**src/rtl/core/bct_pkg.sv**
```systemverilog
`timescale 1ns / 1ps
package bct_pkg;

  localparam int COORD_BITS = 10;
  localparam int FRAC_BITS  = 8;
  localparam int CENT_BITS  = COORD_BITS + FRAC_BITS;
  localparam int RUN_W      = COORD_BITS + 1;
  localparam int SUM_W      = 2 * COORD_BITS;
  localparam int GAP_W      = 9;
  localparam int CFG_W      = 11;

  localparam logic [1:0] REG_MAX_GAP       = 2'd0;
  localparam logic [1:0] REG_COLUMN_STRIDE = 2'd1;
  localparam logic [1:0] REG_ROW_WIDTH     = 2'd2;

  typedef struct packed {
    logic       pixel_on;
    logic [9:0] column;
    logic [9:0] row_index;
    logic       frame_start;
  } px_in_t;

  typedef struct packed {
    logic [3:0]  blob_index;
    logic [17:0] centroid_x;
    logic [17:0] centroid_y;
    logic [9:0]  blob_rows;
    logic [4:0]  blob_total;
    logic        opened_new;
    logic        table_full;
  } blob_out_t;

  typedef struct packed {
    logic [CENT_BITS-1:0]  x;
    logic [CENT_BITS-1:0]  y;
    logic [RUN_W-1:0]      w;
    logic [COORD_BITS-1:0] row;
    logic [COORD_BITS-1:0] rows;
  } blob_ent_t;

  typedef enum logic [4:0] {
    ST_IDLE, ST_MOD, ST_MOD_W, ST_PIX, ST_XR, ST_XR_W, ST_SCAN_RD, ST_SCAN_CHK,
    ST_MRG_X, ST_MRG_Y, ST_SHIFT_RD, ST_SHIFT_WR,
    ST_DECIDE, ST_MUL, ST_UPD_X, ST_UPD_X_W, ST_UPD_Y, ST_UPD_Y_W, ST_WB,
    ST_EMIT, ST_DONE
  } state_t;

endpackage

```
**src/rtl/core/bct_div.sv**
```systemverilog
`timescale 1ns / 1ps
module bct_div #(
  parameter int DIVD_W = 30,
  parameter int DVS_W  = 11,
  parameter int STEP_W = 5
) (
  input  logic              clk,
  input  logic              rst,
  input  logic              start,
  input  logic [DIVD_W-1:0] dividend,
  input  logic [DVS_W-1:0]  divisor,
  input  logic [STEP_W-1:0] steps,
  output logic              busy,
  output logic [DIVD_W-1:0] quotient,
  output logic [DVS_W-1:0]  remainder
);

  localparam logic [STEP_W-1:0] FULL = STEP_W'(DIVD_W);

  logic [STEP_W-1:0] cnt;
  logic [DIVD_W-1:0] q;
  logic [DVS_W-1:0]  r;
  logic [DVS_W-1:0]  d;
  logic [DVS_W:0]    trial;
  logic [DVS_W:0]    diff;

  // restoring division, one quotient bit per cycle
  assign trial = {r, q[DIVD_W-1]};
  assign diff  = trial - {1'b0, d};

  always_ff @(posedge clk) begin
    if (rst) begin
      busy <= 1'b0;
      cnt  <= '0;
    end else if (start) begin
      busy <= 1'b1;
      cnt  <= steps;
    end else if (busy) begin
      cnt  <= cnt - 1'b1;
      busy <= (cnt != STEP_W'(1));
    end
  end

  always_ff @(posedge clk) begin
    if (start) begin
      // dividend sits right-aligned in `steps` bits; move it to the top
      q <= dividend << (FULL - steps);
      r <= '0;
      d <= divisor;
    end else if (busy) begin
      if (trial >= {1'b0, d}) begin
        r <= diff[DVS_W-1:0];
        q <= {q[DIVD_W-2:0], 1'b1};
      end else begin
        r <= trial[DVS_W-1:0];
        q <= {q[DIVD_W-2:0], 1'b0};
      end
    end
  end

  assign quotient  = q;
  assign remainder = r;

endmodule

```
**src/rtl/core/run_based_blob_centroid_tracker_core.sv**
```systemverilog
`timescale 1ns / 1ps
// channel  | direction | payload     | handshake
// in       | input     | px_in_t     | in_valid / in_stall
// out      | output    | blob_out_t  | out_valid / out_stall
// cfg      | input     | write_data  | write_enable, reg_index
//
// A sampled pixel is first tested against the stride by a serial divide of the
// column. A closing run then divides for the run mean, scans each live blob,
// merges each further matching blob and shifts the entries above it down, and
// then updates a matched blob with two serial divides or writes a new one.
// rst is synchronous; the blob table needs no clearing pass.
// in_stall is high whenever a pixel is in work; a waiting result does not
// block the next pixel until that pixel itself has a result to deliver.
module run_based_blob_centroid_tracker_core import bct_pkg::*; #(
  parameter int BLOB_SLOTS = 16
) (
  input  logic             clk,
  input  logic             rst,
  input  logic             in_valid,
  output logic             in_stall,
  input  px_in_t           in_data,
  output logic             out_valid,
  input  logic             out_stall,
  output blob_out_t        out_data,
  input  logic             write_enable,
  input  logic [1:0]       reg_index,
  input  logic [CFG_W-1:0] write_data
);

  localparam int IDX_W  = (BLOB_SLOTS > 1) ? $clog2(BLOB_SLOTS) : 1;
  localparam int CNT_W  = $clog2(BLOB_SLOTS + 1);
  localparam int DIVD_W = CENT_BITS + COORD_BITS + 2;
  localparam int DVS_W  = COORD_BITS + 1;
  localparam int STEP_W = $clog2(DIVD_W + 1);
  localparam int MW     = CENT_BITS + 4;
  localparam int MRG_W  = CENT_BITS + 2;
  localparam int MP_W   = 2 * MRG_W;
  localparam logic [CNT_W-1:0]      SLOTS    = CNT_W'(BLOB_SLOTS);
  localparam logic [COORD_BITS-1:0] ROWS_MAX = '1;
  localparam logic [RUN_W-1:0]      RUN_CAP  = RUN_W'(1) << COORD_BITS;
  // reciprocal of three, exact for any merge sum below 2^(MRG_W+1)
  localparam logic [MRG_W-1:0]      THIRD    = MRG_W'(((64'd1 << (MRG_W + 1)) + 64'd2) / 64'd3);

  state_t state, state_next;

  logic [7:0]       max_gap;
  logic [4:0]       column_stride;
  logic [CFG_W-1:0] row_width;

  px_in_t              pix;
  logic [SUM_W-1:0]    run_sum;
  logic [RUN_W-1:0]    run_pix;
  logic [GAP_W-1:0]    gap_cnt;
  logic                run_open;
  logic                line_dropped;
  logic                row_end_r;
  logic                closing;
  logic [CNT_W-1:0]    live;
  logic [CNT_W-1:0]    scan_i;
  logic [CNT_W-1:0]    shift_j;
  logic                found;
  logic [CNT_W-1:0]    k_idx;
  logic [CENT_BITS-1:0] kx, ky, mx, my, xr, res_x, res_y;
  logic [RUN_W-1:0]     kw;
  logic [COORD_BITS-1:0] krows, res_rows;
  logic [DIVD_W-1:0]    prodx, prody;
  logic                 opened, full_flag;

  blob_ent_t blob_mem [BLOB_SLOTS];
  blob_ent_t rd_q;
  logic             mem_re, mem_we;
  logic [IDX_W-1:0] mem_raddr, mem_waddr;
  blob_ent_t        mem_wdata;

  logic              div_start, div_busy;
  logic [DIVD_W-1:0] div_dividend, div_q;
  logic [DVS_W-1:0]  div_divisor, div_r;
  logic [STEP_W-1:0] div_steps;

  logic [7:0] glim;
  logic [4:0] stride_e;
  logic       in_acc;
  logic       out_free;

  // pixel step
  logic                 row_end;
  logic                 ro_b, ld_b, ro_n, close_n;
  logic [SUM_W-1:0]     sum_b, sum_n;
  logic [RUN_W-1:0]     pix_b, pix_n;
  logic [GAP_W-1:0]     gap_b, gap_n;

  // match test
  logic signed [MW-1:0] xi_s, nh_s, g_s, bx_s, hw_s, lo_l, lo_r, hi_l, hi_r, rdiff;
  logic                 match;

  // merge at one-third weight
  logic [MRG_W-1:0]     mrg_sum;
  logic [MP_W-1:0]      mrg_prod;
  logic [CENT_BITS-1:0] mrg_q;

  blob_out_t out_next;

  assign glim     = (max_gap == 8'd0) ? 8'd1 : max_gap;
  assign stride_e = (column_stride == 5'd0) ? 5'd1 : column_stride;
  assign in_stall = (state != ST_IDLE);
  assign in_acc   = in_valid && !in_stall;
  assign out_free = !out_valid || !out_stall;

  bct_div #(.DIVD_W(DIVD_W), .DVS_W(DVS_W), .STEP_W(STEP_W)) u_div (
    .clk(clk), .rst(rst), .start(div_start), .dividend(div_dividend),
    .divisor(div_divisor), .steps(div_steps), .busy(div_busy),
    .quotient(div_q), .remainder(div_r)
  );

  always_ff @(posedge clk) begin
    if (mem_we) begin
      blob_mem[mem_waddr] <= mem_wdata;
    end
    if (mem_re) begin
      rd_q <= blob_mem[mem_raddr];
    end
  end

  always_comb begin
    row_end = ({2'b0, pix.column} + 12'(stride_e)) >= {1'b0, row_width};
    ro_b  = (pix.column == '0) ? 1'b0 : run_open;
    ld_b  = (pix.column == '0) ? 1'b0 : line_dropped;
    sum_b = (pix.column == '0) ? '0 : run_sum;
    pix_b = (pix.column == '0) ? '0 : run_pix;
    gap_b = (pix.column == '0) ? '0 : gap_cnt;
    ro_n  = ro_b;
    sum_n = sum_b;
    pix_n = pix_b;
    gap_n = gap_b;
    close_n = 1'b0;
    if (!ld_b) begin
      if (pix.pixel_on) begin
        ro_n  = 1'b1;
        gap_n = '0;
        if (pix_b < RUN_CAP) begin
          sum_n = sum_b + SUM_W'(pix.column);
          pix_n = pix_b + 1'b1;
        end
      end else if (ro_b) begin
        if (gap_b != '1) begin
          gap_n = gap_b + 1'b1;
        end
        if (gap_n >= GAP_W'(glim)) begin
          close_n = 1'b1;
        end
      end
      if (row_end && ro_n) begin
        close_n = 1'b1;
      end
    end
  end

  always_comb begin
    xi_s  = MW'(xr >> FRAC_BITS);
    nh_s  = MW'(run_pix >> 1);
    g_s   = MW'(glim);
    bx_s  = MW'(rd_q.x);
    hw_s  = MW'({rd_q.w, {(FRAC_BITS-1){1'b0}}});
    lo_l  = (xi_s + nh_s + g_s) <<< FRAC_BITS;
    lo_r  = bx_s - hw_s;
    hi_l  = (xi_s - nh_s) <<< FRAC_BITS;
    hi_r  = bx_s + hw_s + (g_s <<< FRAC_BITS);
    rdiff = MW'(pix.row_index) - MW'(rd_q.row);
    match = !(rdiff > g_s) && !(lo_l < lo_r) && !(hi_l > hi_r);
  end

  always_comb begin
    if (state == ST_MRG_Y) begin
      mrg_sum = MRG_W'({ky, 1'b0}) + MRG_W'(my);
    end else begin
      mrg_sum = MRG_W'({kx, 1'b0}) + MRG_W'(mx);
    end
    mrg_prod = MP_W'(mrg_sum) * MP_W'(THIRD);
    mrg_q    = CENT_BITS'(mrg_prod >> (MRG_W + 1));
  end

  always_comb begin
    out_next = '0;
    out_next.blob_total = 5'(live);
    if (full_flag) begin
      out_next.table_full = 1'b1;
    end else begin
      out_next.blob_index = 4'(k_idx);
      out_next.centroid_x = res_x;
      out_next.centroid_y = res_y;
      out_next.blob_rows  = res_rows;
      out_next.opened_new = opened;
    end
  end

  always_ff @(posedge clk) begin
    if (rst) begin
      state <= ST_IDLE;
    end else begin
      state <= state_next;
    end
  end

  always_comb begin
    state_next   = state;
    div_start    = 1'b0;
    div_dividend = '0;
    div_divisor  = DVS_W'(1);
    div_steps    = STEP_W'(DIVD_W);
    mem_re       = 1'b0;
    mem_raddr    = scan_i[IDX_W-1:0];
    mem_we       = 1'b0;
    mem_waddr    = shift_j[IDX_W-1:0];
    mem_wdata    = rd_q;
    case (state)
      ST_IDLE: begin
        if (in_acc) begin
          state_next = ST_MOD;
        end
      end
      ST_MOD: begin
        if ({1'b0, pix.column} >= row_width) begin
          state_next = ST_IDLE;
        end else begin
          div_start    = 1'b1;
          div_dividend = DIVD_W'(pix.column);
          div_divisor  = DVS_W'(stride_e);
          div_steps    = STEP_W'(COORD_BITS);
          state_next   = ST_MOD_W;
        end
      end
      ST_MOD_W: begin
        if (!div_busy) begin
          state_next = (div_r == '0) ? ST_PIX : ST_IDLE;
        end
      end
      ST_PIX:   state_next = close_n ? ST_XR : ST_DONE;
      ST_XR: begin
        div_start    = 1'b1;
        div_dividend = DIVD_W'({run_sum, {FRAC_BITS{1'b0}}});
        div_divisor  = DVS_W'(run_pix);
        div_steps    = STEP_W'(SUM_W + FRAC_BITS);
        state_next   = ST_XR_W;
      end
      ST_XR_W: begin
        if (!div_busy) begin
          state_next = ST_SCAN_RD;
        end
      end
      ST_SCAN_RD: begin
        if (scan_i < live) begin
          mem_re     = 1'b1;
          mem_raddr  = scan_i[IDX_W-1:0];
          state_next = ST_SCAN_CHK;
        end else begin
          state_next = ST_DECIDE;
        end
      end
      ST_SCAN_CHK: begin
        state_next = (match && found) ? ST_MRG_X : ST_SCAN_RD;
      end
      ST_MRG_X: state_next = ST_MRG_Y;
      ST_MRG_Y: state_next = ST_SHIFT_RD;
      ST_SHIFT_RD: begin
        // live already counts the removed entry out
        if (shift_j < live) begin
          mem_re     = 1'b1;
          mem_raddr  = IDX_W'(shift_j + 1'b1);
          state_next = ST_SHIFT_WR;
        end else begin
          state_next = ST_SCAN_RD;
        end
      end
      ST_SHIFT_WR: begin
        mem_we     = 1'b1;
        mem_waddr  = shift_j[IDX_W-1:0];
        mem_wdata  = rd_q;
        state_next = ST_SHIFT_RD;
      end
      ST_DECIDE: begin
        if (found) begin
          state_next = ST_MUL;
        end else if (live >= SLOTS) begin
          state_next = ST_EMIT;
        end else begin
          state_next = ST_WB;
        end
      end
      ST_MUL:   state_next = ST_UPD_X;
      ST_UPD_X: begin
        div_start    = 1'b1;
        div_dividend = prodx + DIVD_W'(xr);
        div_divisor  = DVS_W'(kw) + 1'b1;
        state_next   = ST_UPD_X_W;
      end
      ST_UPD_X_W: begin
        if (!div_busy) begin
          state_next = ST_UPD_Y;
        end
      end
      ST_UPD_Y: begin
        div_start    = 1'b1;
        div_dividend = prody + DIVD_W'({pix.row_index, {FRAC_BITS{1'b0}}});
        div_divisor  = DVS_W'(krows) + 1'b1;
        state_next   = ST_UPD_Y_W;
      end
      ST_UPD_Y_W: begin
        if (!div_busy) begin
          state_next = ST_WB;
        end
      end
      ST_WB: begin
        mem_we         = 1'b1;
        mem_waddr      = k_idx[IDX_W-1:0];
        mem_wdata.x    = res_x;
        mem_wdata.y    = res_y;
        mem_wdata.w    = run_pix;
        mem_wdata.row  = pix.row_index;
        mem_wdata.rows = res_rows;
        state_next     = ST_EMIT;
      end
      ST_EMIT: begin
        if (out_free) begin
          state_next = ST_DONE;
        end
      end
      ST_DONE:  state_next = ST_IDLE;
      default:  state_next = ST_IDLE;
    endcase
  end

  always_ff @(posedge clk) begin
    if (rst) begin
      max_gap       <= 8'd3;
      column_stride <= 5'd1;
      row_width     <= CFG_W'(640);
    end else if (write_enable) begin
      case (reg_index)
        REG_MAX_GAP:       max_gap       <= write_data[7:0];
        REG_COLUMN_STRIDE: column_stride <= write_data[4:0];
        REG_ROW_WIDTH:     row_width     <= write_data;
        default: ;
      endcase
    end
  end

  // control state
  always_ff @(posedge clk) begin
    if (rst) begin
      live         <= '0;
      run_sum      <= '0;
      run_pix      <= '0;
      gap_cnt      <= '0;
      run_open     <= 1'b0;
      line_dropped <= 1'b0;
      out_valid    <= 1'b0;
      found        <= 1'b0;
      scan_i       <= '0;
      shift_j      <= '0;
      k_idx        <= '0;
      opened       <= 1'b0;
      full_flag    <= 1'b0;
      closing      <= 1'b0;
      row_end_r    <= 1'b0;
    end else begin
      if (state == ST_EMIT && out_free) begin
        out_valid <= 1'b1;
      end else if (out_valid && !out_stall) begin
        out_valid <= 1'b0;
      end
      case (state)
        ST_IDLE: begin
          if (in_acc && in_data.frame_start) begin
            live         <= '0;
            run_sum      <= '0;
            run_pix      <= '0;
            gap_cnt      <= '0;
            run_open     <= 1'b0;
            line_dropped <= 1'b0;
          end
        end
        ST_PIX: begin
          run_sum      <= sum_n;
          run_pix      <= pix_n;
          gap_cnt      <= gap_n;
          run_open     <= ro_n;
          line_dropped <= ld_b;
          closing      <= close_n;
          row_end_r    <= row_end;
        end
        ST_XR_W: begin
          scan_i    <= '0;
          found     <= 1'b0;
          opened    <= 1'b0;
          full_flag <= 1'b0;
        end
        ST_SCAN_CHK: begin
          if (!match) begin
            scan_i <= scan_i + 1'b1;
          end else if (!found) begin
            found  <= 1'b1;
            k_idx  <= scan_i;
            scan_i <= scan_i + 1'b1;
          end
        end
        ST_MRG_Y: begin
          live    <= live - 1'b1;
          shift_j <= scan_i;
        end
        ST_SHIFT_WR: shift_j <= shift_j + 1'b1;
        ST_DECIDE: begin
          if (!found) begin
            if (live >= SLOTS) begin
              full_flag    <= 1'b1;
              line_dropped <= 1'b1;
            end else begin
              k_idx  <= live;
              live   <= live + 1'b1;
              opened <= 1'b1;
            end
          end
        end
        ST_DONE: begin
          if (closing || row_end_r) begin
            run_sum  <= '0;
            run_pix  <= '0;
            gap_cnt  <= '0;
            run_open <= 1'b0;
          end
          if (row_end_r) begin
            line_dropped <= 1'b0;
          end
        end
        default: ;
      endcase
    end
  end

  // payload
  always_ff @(posedge clk) begin
    if (in_acc) begin
      pix <= in_data;
    end
    if (state == ST_EMIT && out_free) begin
      out_data <= out_next;
    end
    case (state)
      ST_XR_W: xr <= CENT_BITS'(div_q);
      ST_SCAN_CHK: begin
        if (match && !found) begin
          kx    <= rd_q.x;
          ky    <= rd_q.y;
          kw    <= rd_q.w;
          krows <= rd_q.rows;
        end
        mx <= rd_q.x;
        my <= rd_q.y;
      end
      ST_MRG_X: kx <= mrg_q;
      ST_MRG_Y: ky <= mrg_q;
      ST_DECIDE: begin
        // a fresh entry averages over nothing: the run itself
        res_x    <= xr;
        res_y    <= CENT_BITS'({pix.row_index, {FRAC_BITS{1'b0}}});
        res_rows <= COORD_BITS'(1);
      end
      ST_MUL: begin
        prodx    <= DIVD_W'(kx * kw);
        prody    <= DIVD_W'(ky * krows);
        res_rows <= (krows < ROWS_MAX) ? krows + 1'b1 : krows;
      end
      ST_UPD_X_W: begin
        if (!div_busy) begin
          res_x <= CENT_BITS'(div_q);
        end
      end
      ST_UPD_Y_W: begin
        if (!div_busy) begin
          res_y <= CENT_BITS'(div_q);
        end
      end
      default: ;
    endcase
  end

endmodule

```
**config.mk**
```make
export PLATFORM = sky130hd
export DESIGN_NAME = run_based_blob_centroid_tracker_core
export DESIGN_NICKNAME = d
export VERILOG_FILES = /design/src/rtl/core/bct_pkg.sv /design/src/rtl/core/bct_div.sv /design/src/rtl/core/run_based_blob_centroid_tracker_core.sv
export SDC_FILE = /design/constraint.sdc
export NUM_CORES = 2
export LEC_CHECK = 0
export BUFFER_PORTS_ARGS = -buffer_cell sky130_fd_sc_hd__buf_2
export CAP_MARGIN = 20
export CORE_ASPECT_RATIO = 1.25
export CORE_MARGIN = 2
export CORE_UTILIZATION = 40
export CTS_CLUSTER_SIZE = 8
export DETAILED_ROUTE_END_ITERATION = 7
export GPL_ROUTABILITY_DRIVEN = 1
export PLACE_DENSITY = 0.55
export SYNTH_ARGS = -nofsm -noshare
export SYNTH_HDL_FRONTEND = slang
export SYNTH_SLANG_ARGS = --single-unit
```
**constraint.sdc**
```tcl
create_clock -name clk -period 8.4 [get_ports clk]
set_clock_uncertainty 0.15 [all_clocks]
set_input_delay 2.1 -clock clk [delete_from_list [all_inputs] [get_ports clk]]
set_output_delay 2.1 -clock clk [all_outputs]
set_load 0.1 [all_outputs]
```
# [Word level (Yosys, flattened, before mapping)]
# Memories as Yosys holds them, arrays and structs flattened. A register that Yosys moved wholly into a read port is not among the register bits.
# Index checks and enable logic that the tools add are counted.
[word_totals] ff_bits=446 ram_bits=1072 in_bits=40 out_inout_bits=59 elab_cells=304 mem_count=1
[mem_list] name="blob_mem" words=16 width=67 read_ports=1 rd_clocked_by_memory_dff=1 write_ports=1 line="run_based_blob_centroid_tracker_core.sv:69" source="blob_ent_t blob_mem [BLOB_SLOTS];"
[classes] add_sub_neg=25 multipliers=3 magnitude_cmp=12 n_eq_ne=40 shifts=1 muxes=117 reduce_logical=59
[ops] cell="18-bit one-hot mux with 2 select lines" n=4
[ops] cell="20-bit 2-to-1 mux" n=7
[ops] cell="30-bit one-hot mux with 4 select lines" n=1
[ops] cell="5-bit one-hot mux with 19 select lines" n=1
[ops] cell="5-bit 2-to-1 mux" n=18
[ops] cell="9-bit 2-to-1 mux" n=10
[ops] cell="11-bit 2-to-1 mux" n=7
[ops] cell="67-bit 2-to-1 mux" n=1
[ops] cell="30-bit 2-to-1 mux" n=2
[ops] cell="20-bit one-hot mux with 3 select lines" n=1
[ops] cell="18-bit 2-to-1 mux" n=3
[ops] cell="11-bit one-hot mux with 4 select lines" n=1
[ops] cell="19-bit by 18-bit adder with 20-bit output" n=2
[ops] cell="5-bit by 4-bit equality test with 1-bit output (second input constant)" n=8
[ops] cell="4-bit 2-to-1 mux" n=10
[ops] cell="20-bit by 20-bit multiplier with 39-bit output (second input constant)" n=1
[ops] cell="11-bit one-hot mux with 3 select lines" n=1
[ops] cell="1-bit 2-to-1 mux" n=31
[ops] cell="29-bit by 18-bit adder with 30-bit output" n=1
[ops] cell="2-bit != test (second input constant)" n=15
[ops] cell="5-bit one-hot mux with 2 select lines" n=3
[ops] cell="30-bit by 5-bit left shift with 30-bit output" n=1
[ops] cell="28-bit by 18-bit adder with 29-bit output" n=1
[ops] cell="18-bit by 11-bit multiplier with 29-bit output" n=1
[ops] cell="66 further kinds" n=126

# [Depth between registers and ports, before layout]
[depth] depth_word=15 ltp_mapped=36 ltp_nobuf=36

# [Hierarchy]
# A second synthesis with hierarchy kept.
[unflattened] cells_unflattened=7269 area_unflattened_um2=90494.3
[modules_own_cells] module="run_based_blob_centroid_tracker_core" n_inst=1 cells_each=6826 area_each_um2=86132.6 seq_area_each_um2=44893.1
[modules_own_cells] module="bct_div" n_inst=1 cells_each=443 area_each_um2=4361.7 seq_area_each_um2=1571.5

# [Worst setup path before layout]
# No wires, ideal clock.
[synth_timing] path_kind="reg-to-reg" start="register kx[1]" end="register ky[17] (data pin)" setup_ns=0.260 arrival_time_ns=8.333 t_required_ns=7.990 setup_slack_ns=-0.343 stages_incl_launch_ff=35 path_buffers=1 synth_period_minus_slack_ns=8.743 cell_sequence="edfxtp_1 clkbuf_1 inv_1 fa_1 nor2b_1 o21ai_1 a21boi_1 nor3_2 o31ai_1 a31oi_1 xor2_1 a21oi_1 ha_1 ha_1 inv_1 fa_1 inv_1 fa_1 fa_1 fa_1 inv_1 fa_1 inv_1 ha_1 a21oi_1 o21ai_0 nor3_1 a31oi_1 o21ai_2 o31ai_4 a21o_2 a311oi_1 o21bai_2 xnor3_1 mux2_2"
[synth_between] elab_chain_cells=4
[synth_lines] item="from (decl)" line="run_based_blob_centroid_tracker_core.sv:63" source="logic [CENT_BITS-1:0] kx, ky, mx, my, xr, res_x, res_y;"
[synth_lines] item="from (signal assigned)" line="run_based_blob_centroid_tracker_core.sv:451" source="kx <= rd_q.x;"
[synth_lines] item="from (signal assigned)" line="run_based_blob_centroid_tracker_core.sv:459" source="ST_MRG_X: kx <= mrg_q;"
[synth_lines] item="19-bit by 18-bit adder with 20-bit output" line="run_based_blob_centroid_tracker_core.sv:176" source="mrg_sum = MRG_W'({kx, 1'b0}) + MRG_W'(mx);"
[synth_lines] item="20-bit 2-to-1 mux" line="run_based_blob_centroid_tracker_core.sv:173" source="if (state == ST_MRG_Y) begin"
[synth_lines] item="20-bit by 20-bit multiplier with 39-bit output" line="run_based_blob_centroid_tracker_core.sv:178" source="mrg_prod = MP_W'(mrg_sum) * MP_W'(THIRD);"
[synth_lines] item="18-bit one-hot mux with 2 select lines" line="run_based_blob_centroid_tracker_core.sv:447" source="case (state)"
[synth_lines] item="to (signal assigned)" line="run_based_blob_centroid_tracker_core.sv:452" source="ky <= rd_q.y;"
[synth_lines] item="to (signal assigned)" line="run_based_blob_centroid_tracker_core.sv:460" source="ST_MRG_Y: ky <= mrg_q;"
[synth_lines] item="to (decl)" line="run_based_blob_centroid_tracker_core.sv:63"
# Every way passes these cells.
# A chain may end at the register's enable or synchronous reset.

# [Worst setup path after layout]
[layout_timing] start="register ky[0]" end="register kx[17] (data pin)"
[layout_between] elab_chain_cells=4
[layout_lines] item="19-bit by 18-bit adder with 20-bit output" line="run_based_blob_centroid_tracker_core.sv:174" source="mrg_sum = MRG_W'({ky, 1'b0}) + MRG_W'(my);"
[layout_lines] item="20-bit 2-to-1 mux" line="run_based_blob_centroid_tracker_core.sv:173"
[layout_lines] item="20-bit by 20-bit multiplier with 39-bit output" line="run_based_blob_centroid_tracker_core.sv:178"
[layout_lines] item="18-bit one-hot mux with 2 select lines" line="run_based_blob_centroid_tracker_core.sv:447"
# Every way passes these cells.

==> impl_results.html <==
<table>
<tr><th>Metric</th><th>Value</th></tr>
<tr><th colspan="2">CTS</th></tr>
<tr><td>CTS tree</td><td>yes</td></tr>
<tr><td>Worst-skew pair later-pin latency</td><td>880 ps</td></tr>
<tr><td>Number of buffers added by the clock tree synthesis step</td><td>225</td></tr>
<tr><td>Maximum number of buffers from clock root to sink</td><td>4</td></tr>
<tr><td>Level count of the clock H-tree</td><td>4</td></tr>
<tr><td>Clk Tree Root Cell</td><td>sky130_fd_sc_hd__clkbuf_16</td></tr>
<tr><td>Clock transition at path regs</td><td>60 ps</td></tr>
<tr><td>Number of buffers inserted by hold repair at cts</td><td>0</td></tr>
<tr><td>Clock Sinks</td><td>1585</td></tr>
<tr><th colspan="2">Finish</th></tr>
<tr><td>Share of cells above drive strength 1</td><td>17.8%</td></tr>
<tr><td>Finished layout cell area</td><td>102000 µm²</td></tr>
<tr><td>Layout overhead on the synthesized area</td><td>15.4%</td></tr>
<tr><td>Sequential Area</td><td>46500 µm²</td></tr>
<tr><td>NumNets Final</td><td>8050</td></tr>
<tr><td>Final standard cell utilization of the core</td><td>46.4%</td></tr>
<tr><td>Number of filler instances in the final layout</td><td>19300</td></tr>
<tr><td>Final instance count without filler cells</td><td>10000</td></tr>
<tr><td>Multi-input logic area</td><td>39200 µm²</td></tr>
<tr><th colspan="2">Critical path</th></tr>
<tr><td>Endpoint arrival time on the critical path</td><td>8780 ps</td></tr>
<tr><td>Reg2Reg Depth</td><td>34</td></tr>
<tr><td>Crit-path slowest cell</td><td>sky130_fd_sc_hd__fa_1</td></tr>
<tr><td>Crit. End Element</td><td>flip-flop</td></tr>
<tr><td>Required arrival time at the worst endpoint</td><td>8830 ps</td></tr>
<tr><td>Kind of critical path</td><td>flip-flop to flip-flop</td></tr>
<tr><td>Largest stage delay on the critical path</td><td>630 ps</td></tr>
<tr><td>Library cell appearing most often on the critical path</td><td>sky130_fd_sc_hd__fa_1</td></tr>
<tr><td>Critical Path Start Type</td><td>flip-flop</td></tr>
<tr><td>Peak fanout along the critical path</td><td>3</td></tr>
<tr><th colspan="2">STA</th></tr>
<tr><td>Hold Vio Cnt, Final</td><td>0</td></tr>
<tr><td>Worst path setup slack after routing</td><td>49.4 ps</td></tr>
<tr><td>Max-Slew Margin vs Limit</td><td>24.7%</td></tr>
<tr><td>RSZ-0062 raised after global routing</td><td>true</td></tr>
<tr><td>Setup violations, final</td><td>0</td></tr>
<tr><td>Final period util</td><td>99.4%</td></tr>
<tr><td>Final number of max-transition violations</td><td>0</td></tr>
<tr><td>Final critical delay including setup and external delays</td><td>8350 ps</td></tr>
<tr><td>Pin slew with the least headroom to its limit</td><td>1130 ps</td></tr>
<tr><td>Max Fclk</td><td>120 MHz</td></tr>
<tr><th colspan="2">Synth</th></tr>
<tr><td>Fraction of registers with async set/reset</td><td>0%</td></tr>
<tr><td>Part of the Yosys area used for sequential elements</td><td>52.8%</td></tr>
<tr><td>Average footprint of a synthesized cell</td><td>13.3 µm²</td></tr>
<tr><td>Leading cell types by total area after synthesis</td><td>sky130_fd_sc_hd__edfxtp_1 (50%), sky130_fd_sc_hd__fa_1 (9.9%), sky130_fd_sc_hd__ha_1 (7.6%)</td></tr>
<tr><td>Flops &amp; latches, synth</td><td>1585</td></tr>
<tr><td>Warning count from the yosys run</td><td>0</td></tr>
<tr><td>Post-Syn Nets</td><td>7605</td></tr>
<tr><td>Number of standard cells after synthesis</td><td>6594</td></tr>
<tr><td>Synth Cell Area</td><td>88000 µm²</td></tr>
<tr><td>Top cell type's share of synthesized area</td><td>50.2%</td></tr>
<tr><td>Yosys top cell by area</td><td>sky130_fd_sc_hd__edfxtp_1</td></tr>
<tr><td>EDFF count, synth</td><td>1472</td></tr>
<tr><td>Dominant register cell in the synthesized netlist</td><td>sky130_fd_sc_hd__edfxtp_1</td></tr>
<tr><td>Netlist cell types</td><td>91</td></tr>
<tr><th colspan="2">Route</th></tr>
<tr><td>Initial DRC count</td><td>4465</td></tr>
<tr><td>Count of unresolved DRC violations after routing</td><td>1</td></tr>
<tr><td>Number of vias after detailed routing</td><td>55700</td></tr>
<tr><td>Vias per inst</td><td>5.57</td></tr>
<tr><td>Wirelength per Cell</td><td>26.6 µm</td></tr>
<tr><td>First-pass detailed-route iteration total</td><td>8</td></tr>
<tr><td>Count of antenna-violating nets left after detailed routing</td><td>0</td></tr>
<tr><td>Post-detailed-routing wire length</td><td>266000 µm</td></tr>
<tr><th colspan="2">Power</th></tr>
<tr><td>Total leakage power</td><td>0.0391 µW</td></tr>
<tr><td>Maximum ir drop on the vdd rail</td><td>1250 µV</td></tr>
<tr><td>Total Power Consumption</td><td>37300 µW</td></tr>
<tr><td>Power Dens Cells</td><td>368 nW/µm²</td></tr>
<tr><th colspan="2">Flow run</th></tr>
<tr><td>Max-cap violations</td><td>0</td></tr>
<tr><th colspan="2">Global route</th></tr>
<tr><td>Global-route wire length before repair</td><td>389000 µm</td></tr>
<tr><td>GR Overflow Total</td><td>0</td></tr>
<tr><td>Antenna violations before repair</td><td>21</td></tr>
<tr><td>Total global-route track usage</td><td>23.7%</td></tr>
<tr><td>Pin count of the biggest net entering global routing</td><td>146</td></tr>
<tr><td>Vias in the first global route</td><td>57800</td></tr>
<tr><th colspan="2">Run status</th></tr>
<tr><td>Failing checks</td><td>design-rule violations</td></tr>
<tr><td>Run status</td><td>finished with violations</td></tr>
<tr><th colspan="2">Floorplan</th></tr>
<tr><td>Area inside the core boundary</td><td>219000 µm²</td></tr>
<tr><td>Die height</td><td>528 µm</td></tr>
<tr><td>Die area</td><td>224000 µm²</td></tr>
<tr><td>Effective utilization at floorplan</td><td>40.2%</td></tr>
<tr><td>Die Span X</td><td>423 µm</td></tr>
<tr><td>Count of boundary I/O pins</td><td>99</td></tr>
<tr><td>Number of placement rows</td><td>192</td></tr>
<tr><th colspan="2">Placement</th></tr>
<tr><td>DP HPWL</td><td>183000 µm</td></tr>
<tr><td>IO Port Bufs</td><td>98</td></tr>
<tr><td>Worst setup slack after placement</td><td>-729 ps</td></tr>
<tr><td>Total instance count after detailed placement</td><td>9680</td></tr>
<tr><td>GP Congestion</td><td>0.931</td></tr>
<tr><td>Cell area after placement</td><td>94200 µm²</td></tr>
<tr><th colspan="2">Hold path</th></tr>
<tr><td>Worst hold path cell count</td><td>0</td></tr>
<tr><td>Min-Delay Path Class</td><td>flip-flop to flip-flop</td></tr>
</table>
==> stage by stage <==
step                      hold WS [ps]  TNS [ps]
after floorplan                    276         0
after global placement             290     -8630
after detailed placement           288    -11540
after CTS                          300         0
after global routing               319     -3170
final                              299         0
==> critical path: cells and delay by family, from the launching register on <==
kind	cells	cell delay (ps)
fa+ha+maj	10	3590
flops	1	390
buf+inv	4	530
simple gates	1	60
xor+xnor	1	200
mux	1	280
compound gates	17	2870
==> final cells by class <==
cell class / count / area share (%)
clock inverters: 9 / 0.120
inverters: 665 / 2.46
diodes: 18 / 0.0444
flip-flops and latches: 1585 / 45.8
multi-input cells: 4060 / 38.6
clock buffers: 260 / 5.74
well taps: 2910 / 3.59
repair buffers: 502 / 3.72
==> placed cells by master (no fill, tap or decap), drive strengths merged, types with 10 or more instances in the layout <==
cell type and instances:
a221oi 15, edfxtp 1472, xnor2 134, or3 16, a211oi 23, nand2b 34, nor4 16, fa 436
buf 502, nand3 68, nor2 250, o211ai 15, nand4 44, a21oi 228, dfxtp 113, inv 665
o31ai 17, and2 193, diode 18, mux2 49, mux4 268, o21a 37, a221o 10, clkbuf 260
a211o 10, o21bai 35, and3 29, o22ai 13, nor2b 88, nor3 83, a31oi 35, ha 535
nand2 689, mux2i 22, xor2 81, a21boi 19, o21ai 186, a22oi 165, a21o 94
==> routing by layer <==
| metal | track usage (%) | share of wire, % | vias to the layer above |
|---|---|---|---|
| met5 | 0 | 0.017 | - |
| li1 | - | - | 24600 |
| met2 | 41.4 | 50 | 1742 |
| met3 | 3.35 | 5.7 | 455 |
| met4 | 8.91 | 3.9 | 6 |
| met1 | 29.7 | 40 | 28900 |
==> report_power, final <==
group	switching (µW)	total, µW	internal [µW]
logic	10700	20100	9380
registers	295	9280	8980
clock network	3220	7990	4770
total	14200	37300	23100
==> synthesized netlist by cell type, types with 8 or more instances <==
cell type,number
sky130_fd_sc_hd__a211o_1,10
sky130_fd_sc_hd__a211oi_1,23
sky130_fd_sc_hd__a21boi_0,14
sky130_fd_sc_hd__a21o_1,93
sky130_fd_sc_hd__a21oi_1,226
sky130_fd_sc_hd__a221o_1,10
sky130_fd_sc_hd__a221oi_1,15
sky130_fd_sc_hd__a222oi_1,8
sky130_fd_sc_hd__a22oi_1,165
sky130_fd_sc_hd__a31o_2,8
sky130_fd_sc_hd__a31oi_1,34
sky130_fd_sc_hd__and2_1,193
sky130_fd_sc_hd__and3_1,29
sky130_fd_sc_hd__and4_1,9
sky130_fd_sc_hd__buf_1,28
sky130_fd_sc_hd__buf_2,32
sky130_fd_sc_hd__clkbuf_1,222
sky130_fd_sc_hd__dfxtp_1,113
sky130_fd_sc_hd__edfxtp_1,1472
sky130_fd_sc_hd__fa_1,436
sky130_fd_sc_hd__ha_1,535
sky130_fd_sc_hd__inv_1,663
sky130_fd_sc_hd__mux2_2,48
sky130_fd_sc_hd__mux2i_1,22
sky130_fd_sc_hd__mux4_2,268
sky130_fd_sc_hd__nand2_1,689
sky130_fd_sc_hd__nand2b_1,34
sky130_fd_sc_hd__nand3_1,68
sky130_fd_sc_hd__nand4_1,44
sky130_fd_sc_hd__nor2_1,249
sky130_fd_sc_hd__nor2b_1,87
sky130_fd_sc_hd__nor3_1,81
sky130_fd_sc_hd__nor3b_1,9
sky130_fd_sc_hd__nor4_1,15
sky130_fd_sc_hd__o211ai_1,15
sky130_fd_sc_hd__o21a_1,37
sky130_fd_sc_hd__o21ai_0,166
sky130_fd_sc_hd__o21ai_1,19
sky130_fd_sc_hd__o21bai_1,34
sky130_fd_sc_hd__o22ai_1,13
sky130_fd_sc_hd__o31a_1,8
sky130_fd_sc_hd__o31ai_1,15
sky130_fd_sc_hd__or3_1,16
sky130_fd_sc_hd__xnor2_1,134
sky130_fd_sc_hd__xor2_1,81
==> cell families after synthesis <==
group / after synthesis / synth area share, %
muxes: 339 / 7.74
AOI/OAI and AO/OA: 984 / 7.42
buffers and inverters: 949 / 4.10
DFF: 1585 / 52.8
and+or+nand+nor: 1550 / 8.24
xor gates and xnor gates: 216 / 2.17
adders and majority gates: 971 / 17.5
==> flip-flops by register name, indices dropped and copies added, names as in the netlist, 20 cells and up <==
name and count:
u_div.quotient 30, blob_mem 1072, pix 21, prody 28
out_data 57, run_sum 20, prodx 29, rd_q 38
==> repair_timing <==
action | CTS | global route
gates cloned | 0 | 0
gates resized for setup | 94 | 83
setup endpoints to repair | 34 | 33
hold endpoints to repair | 0 | 0
pin swaps | 115 | 73
setup buffers | 35 | 8
==> path summary, 6_finish.rpt <==
kind           start       end  slack [ps]
max            ky[0]    kx[17]          50
min          rd_q[7]  krows[7]         300
max reg2reg    ky[0]    kx[17]          50
min reg2reg  rd_q[7]  krows[7]         300
Note: power is estimated with default switching activity, not from simulation.
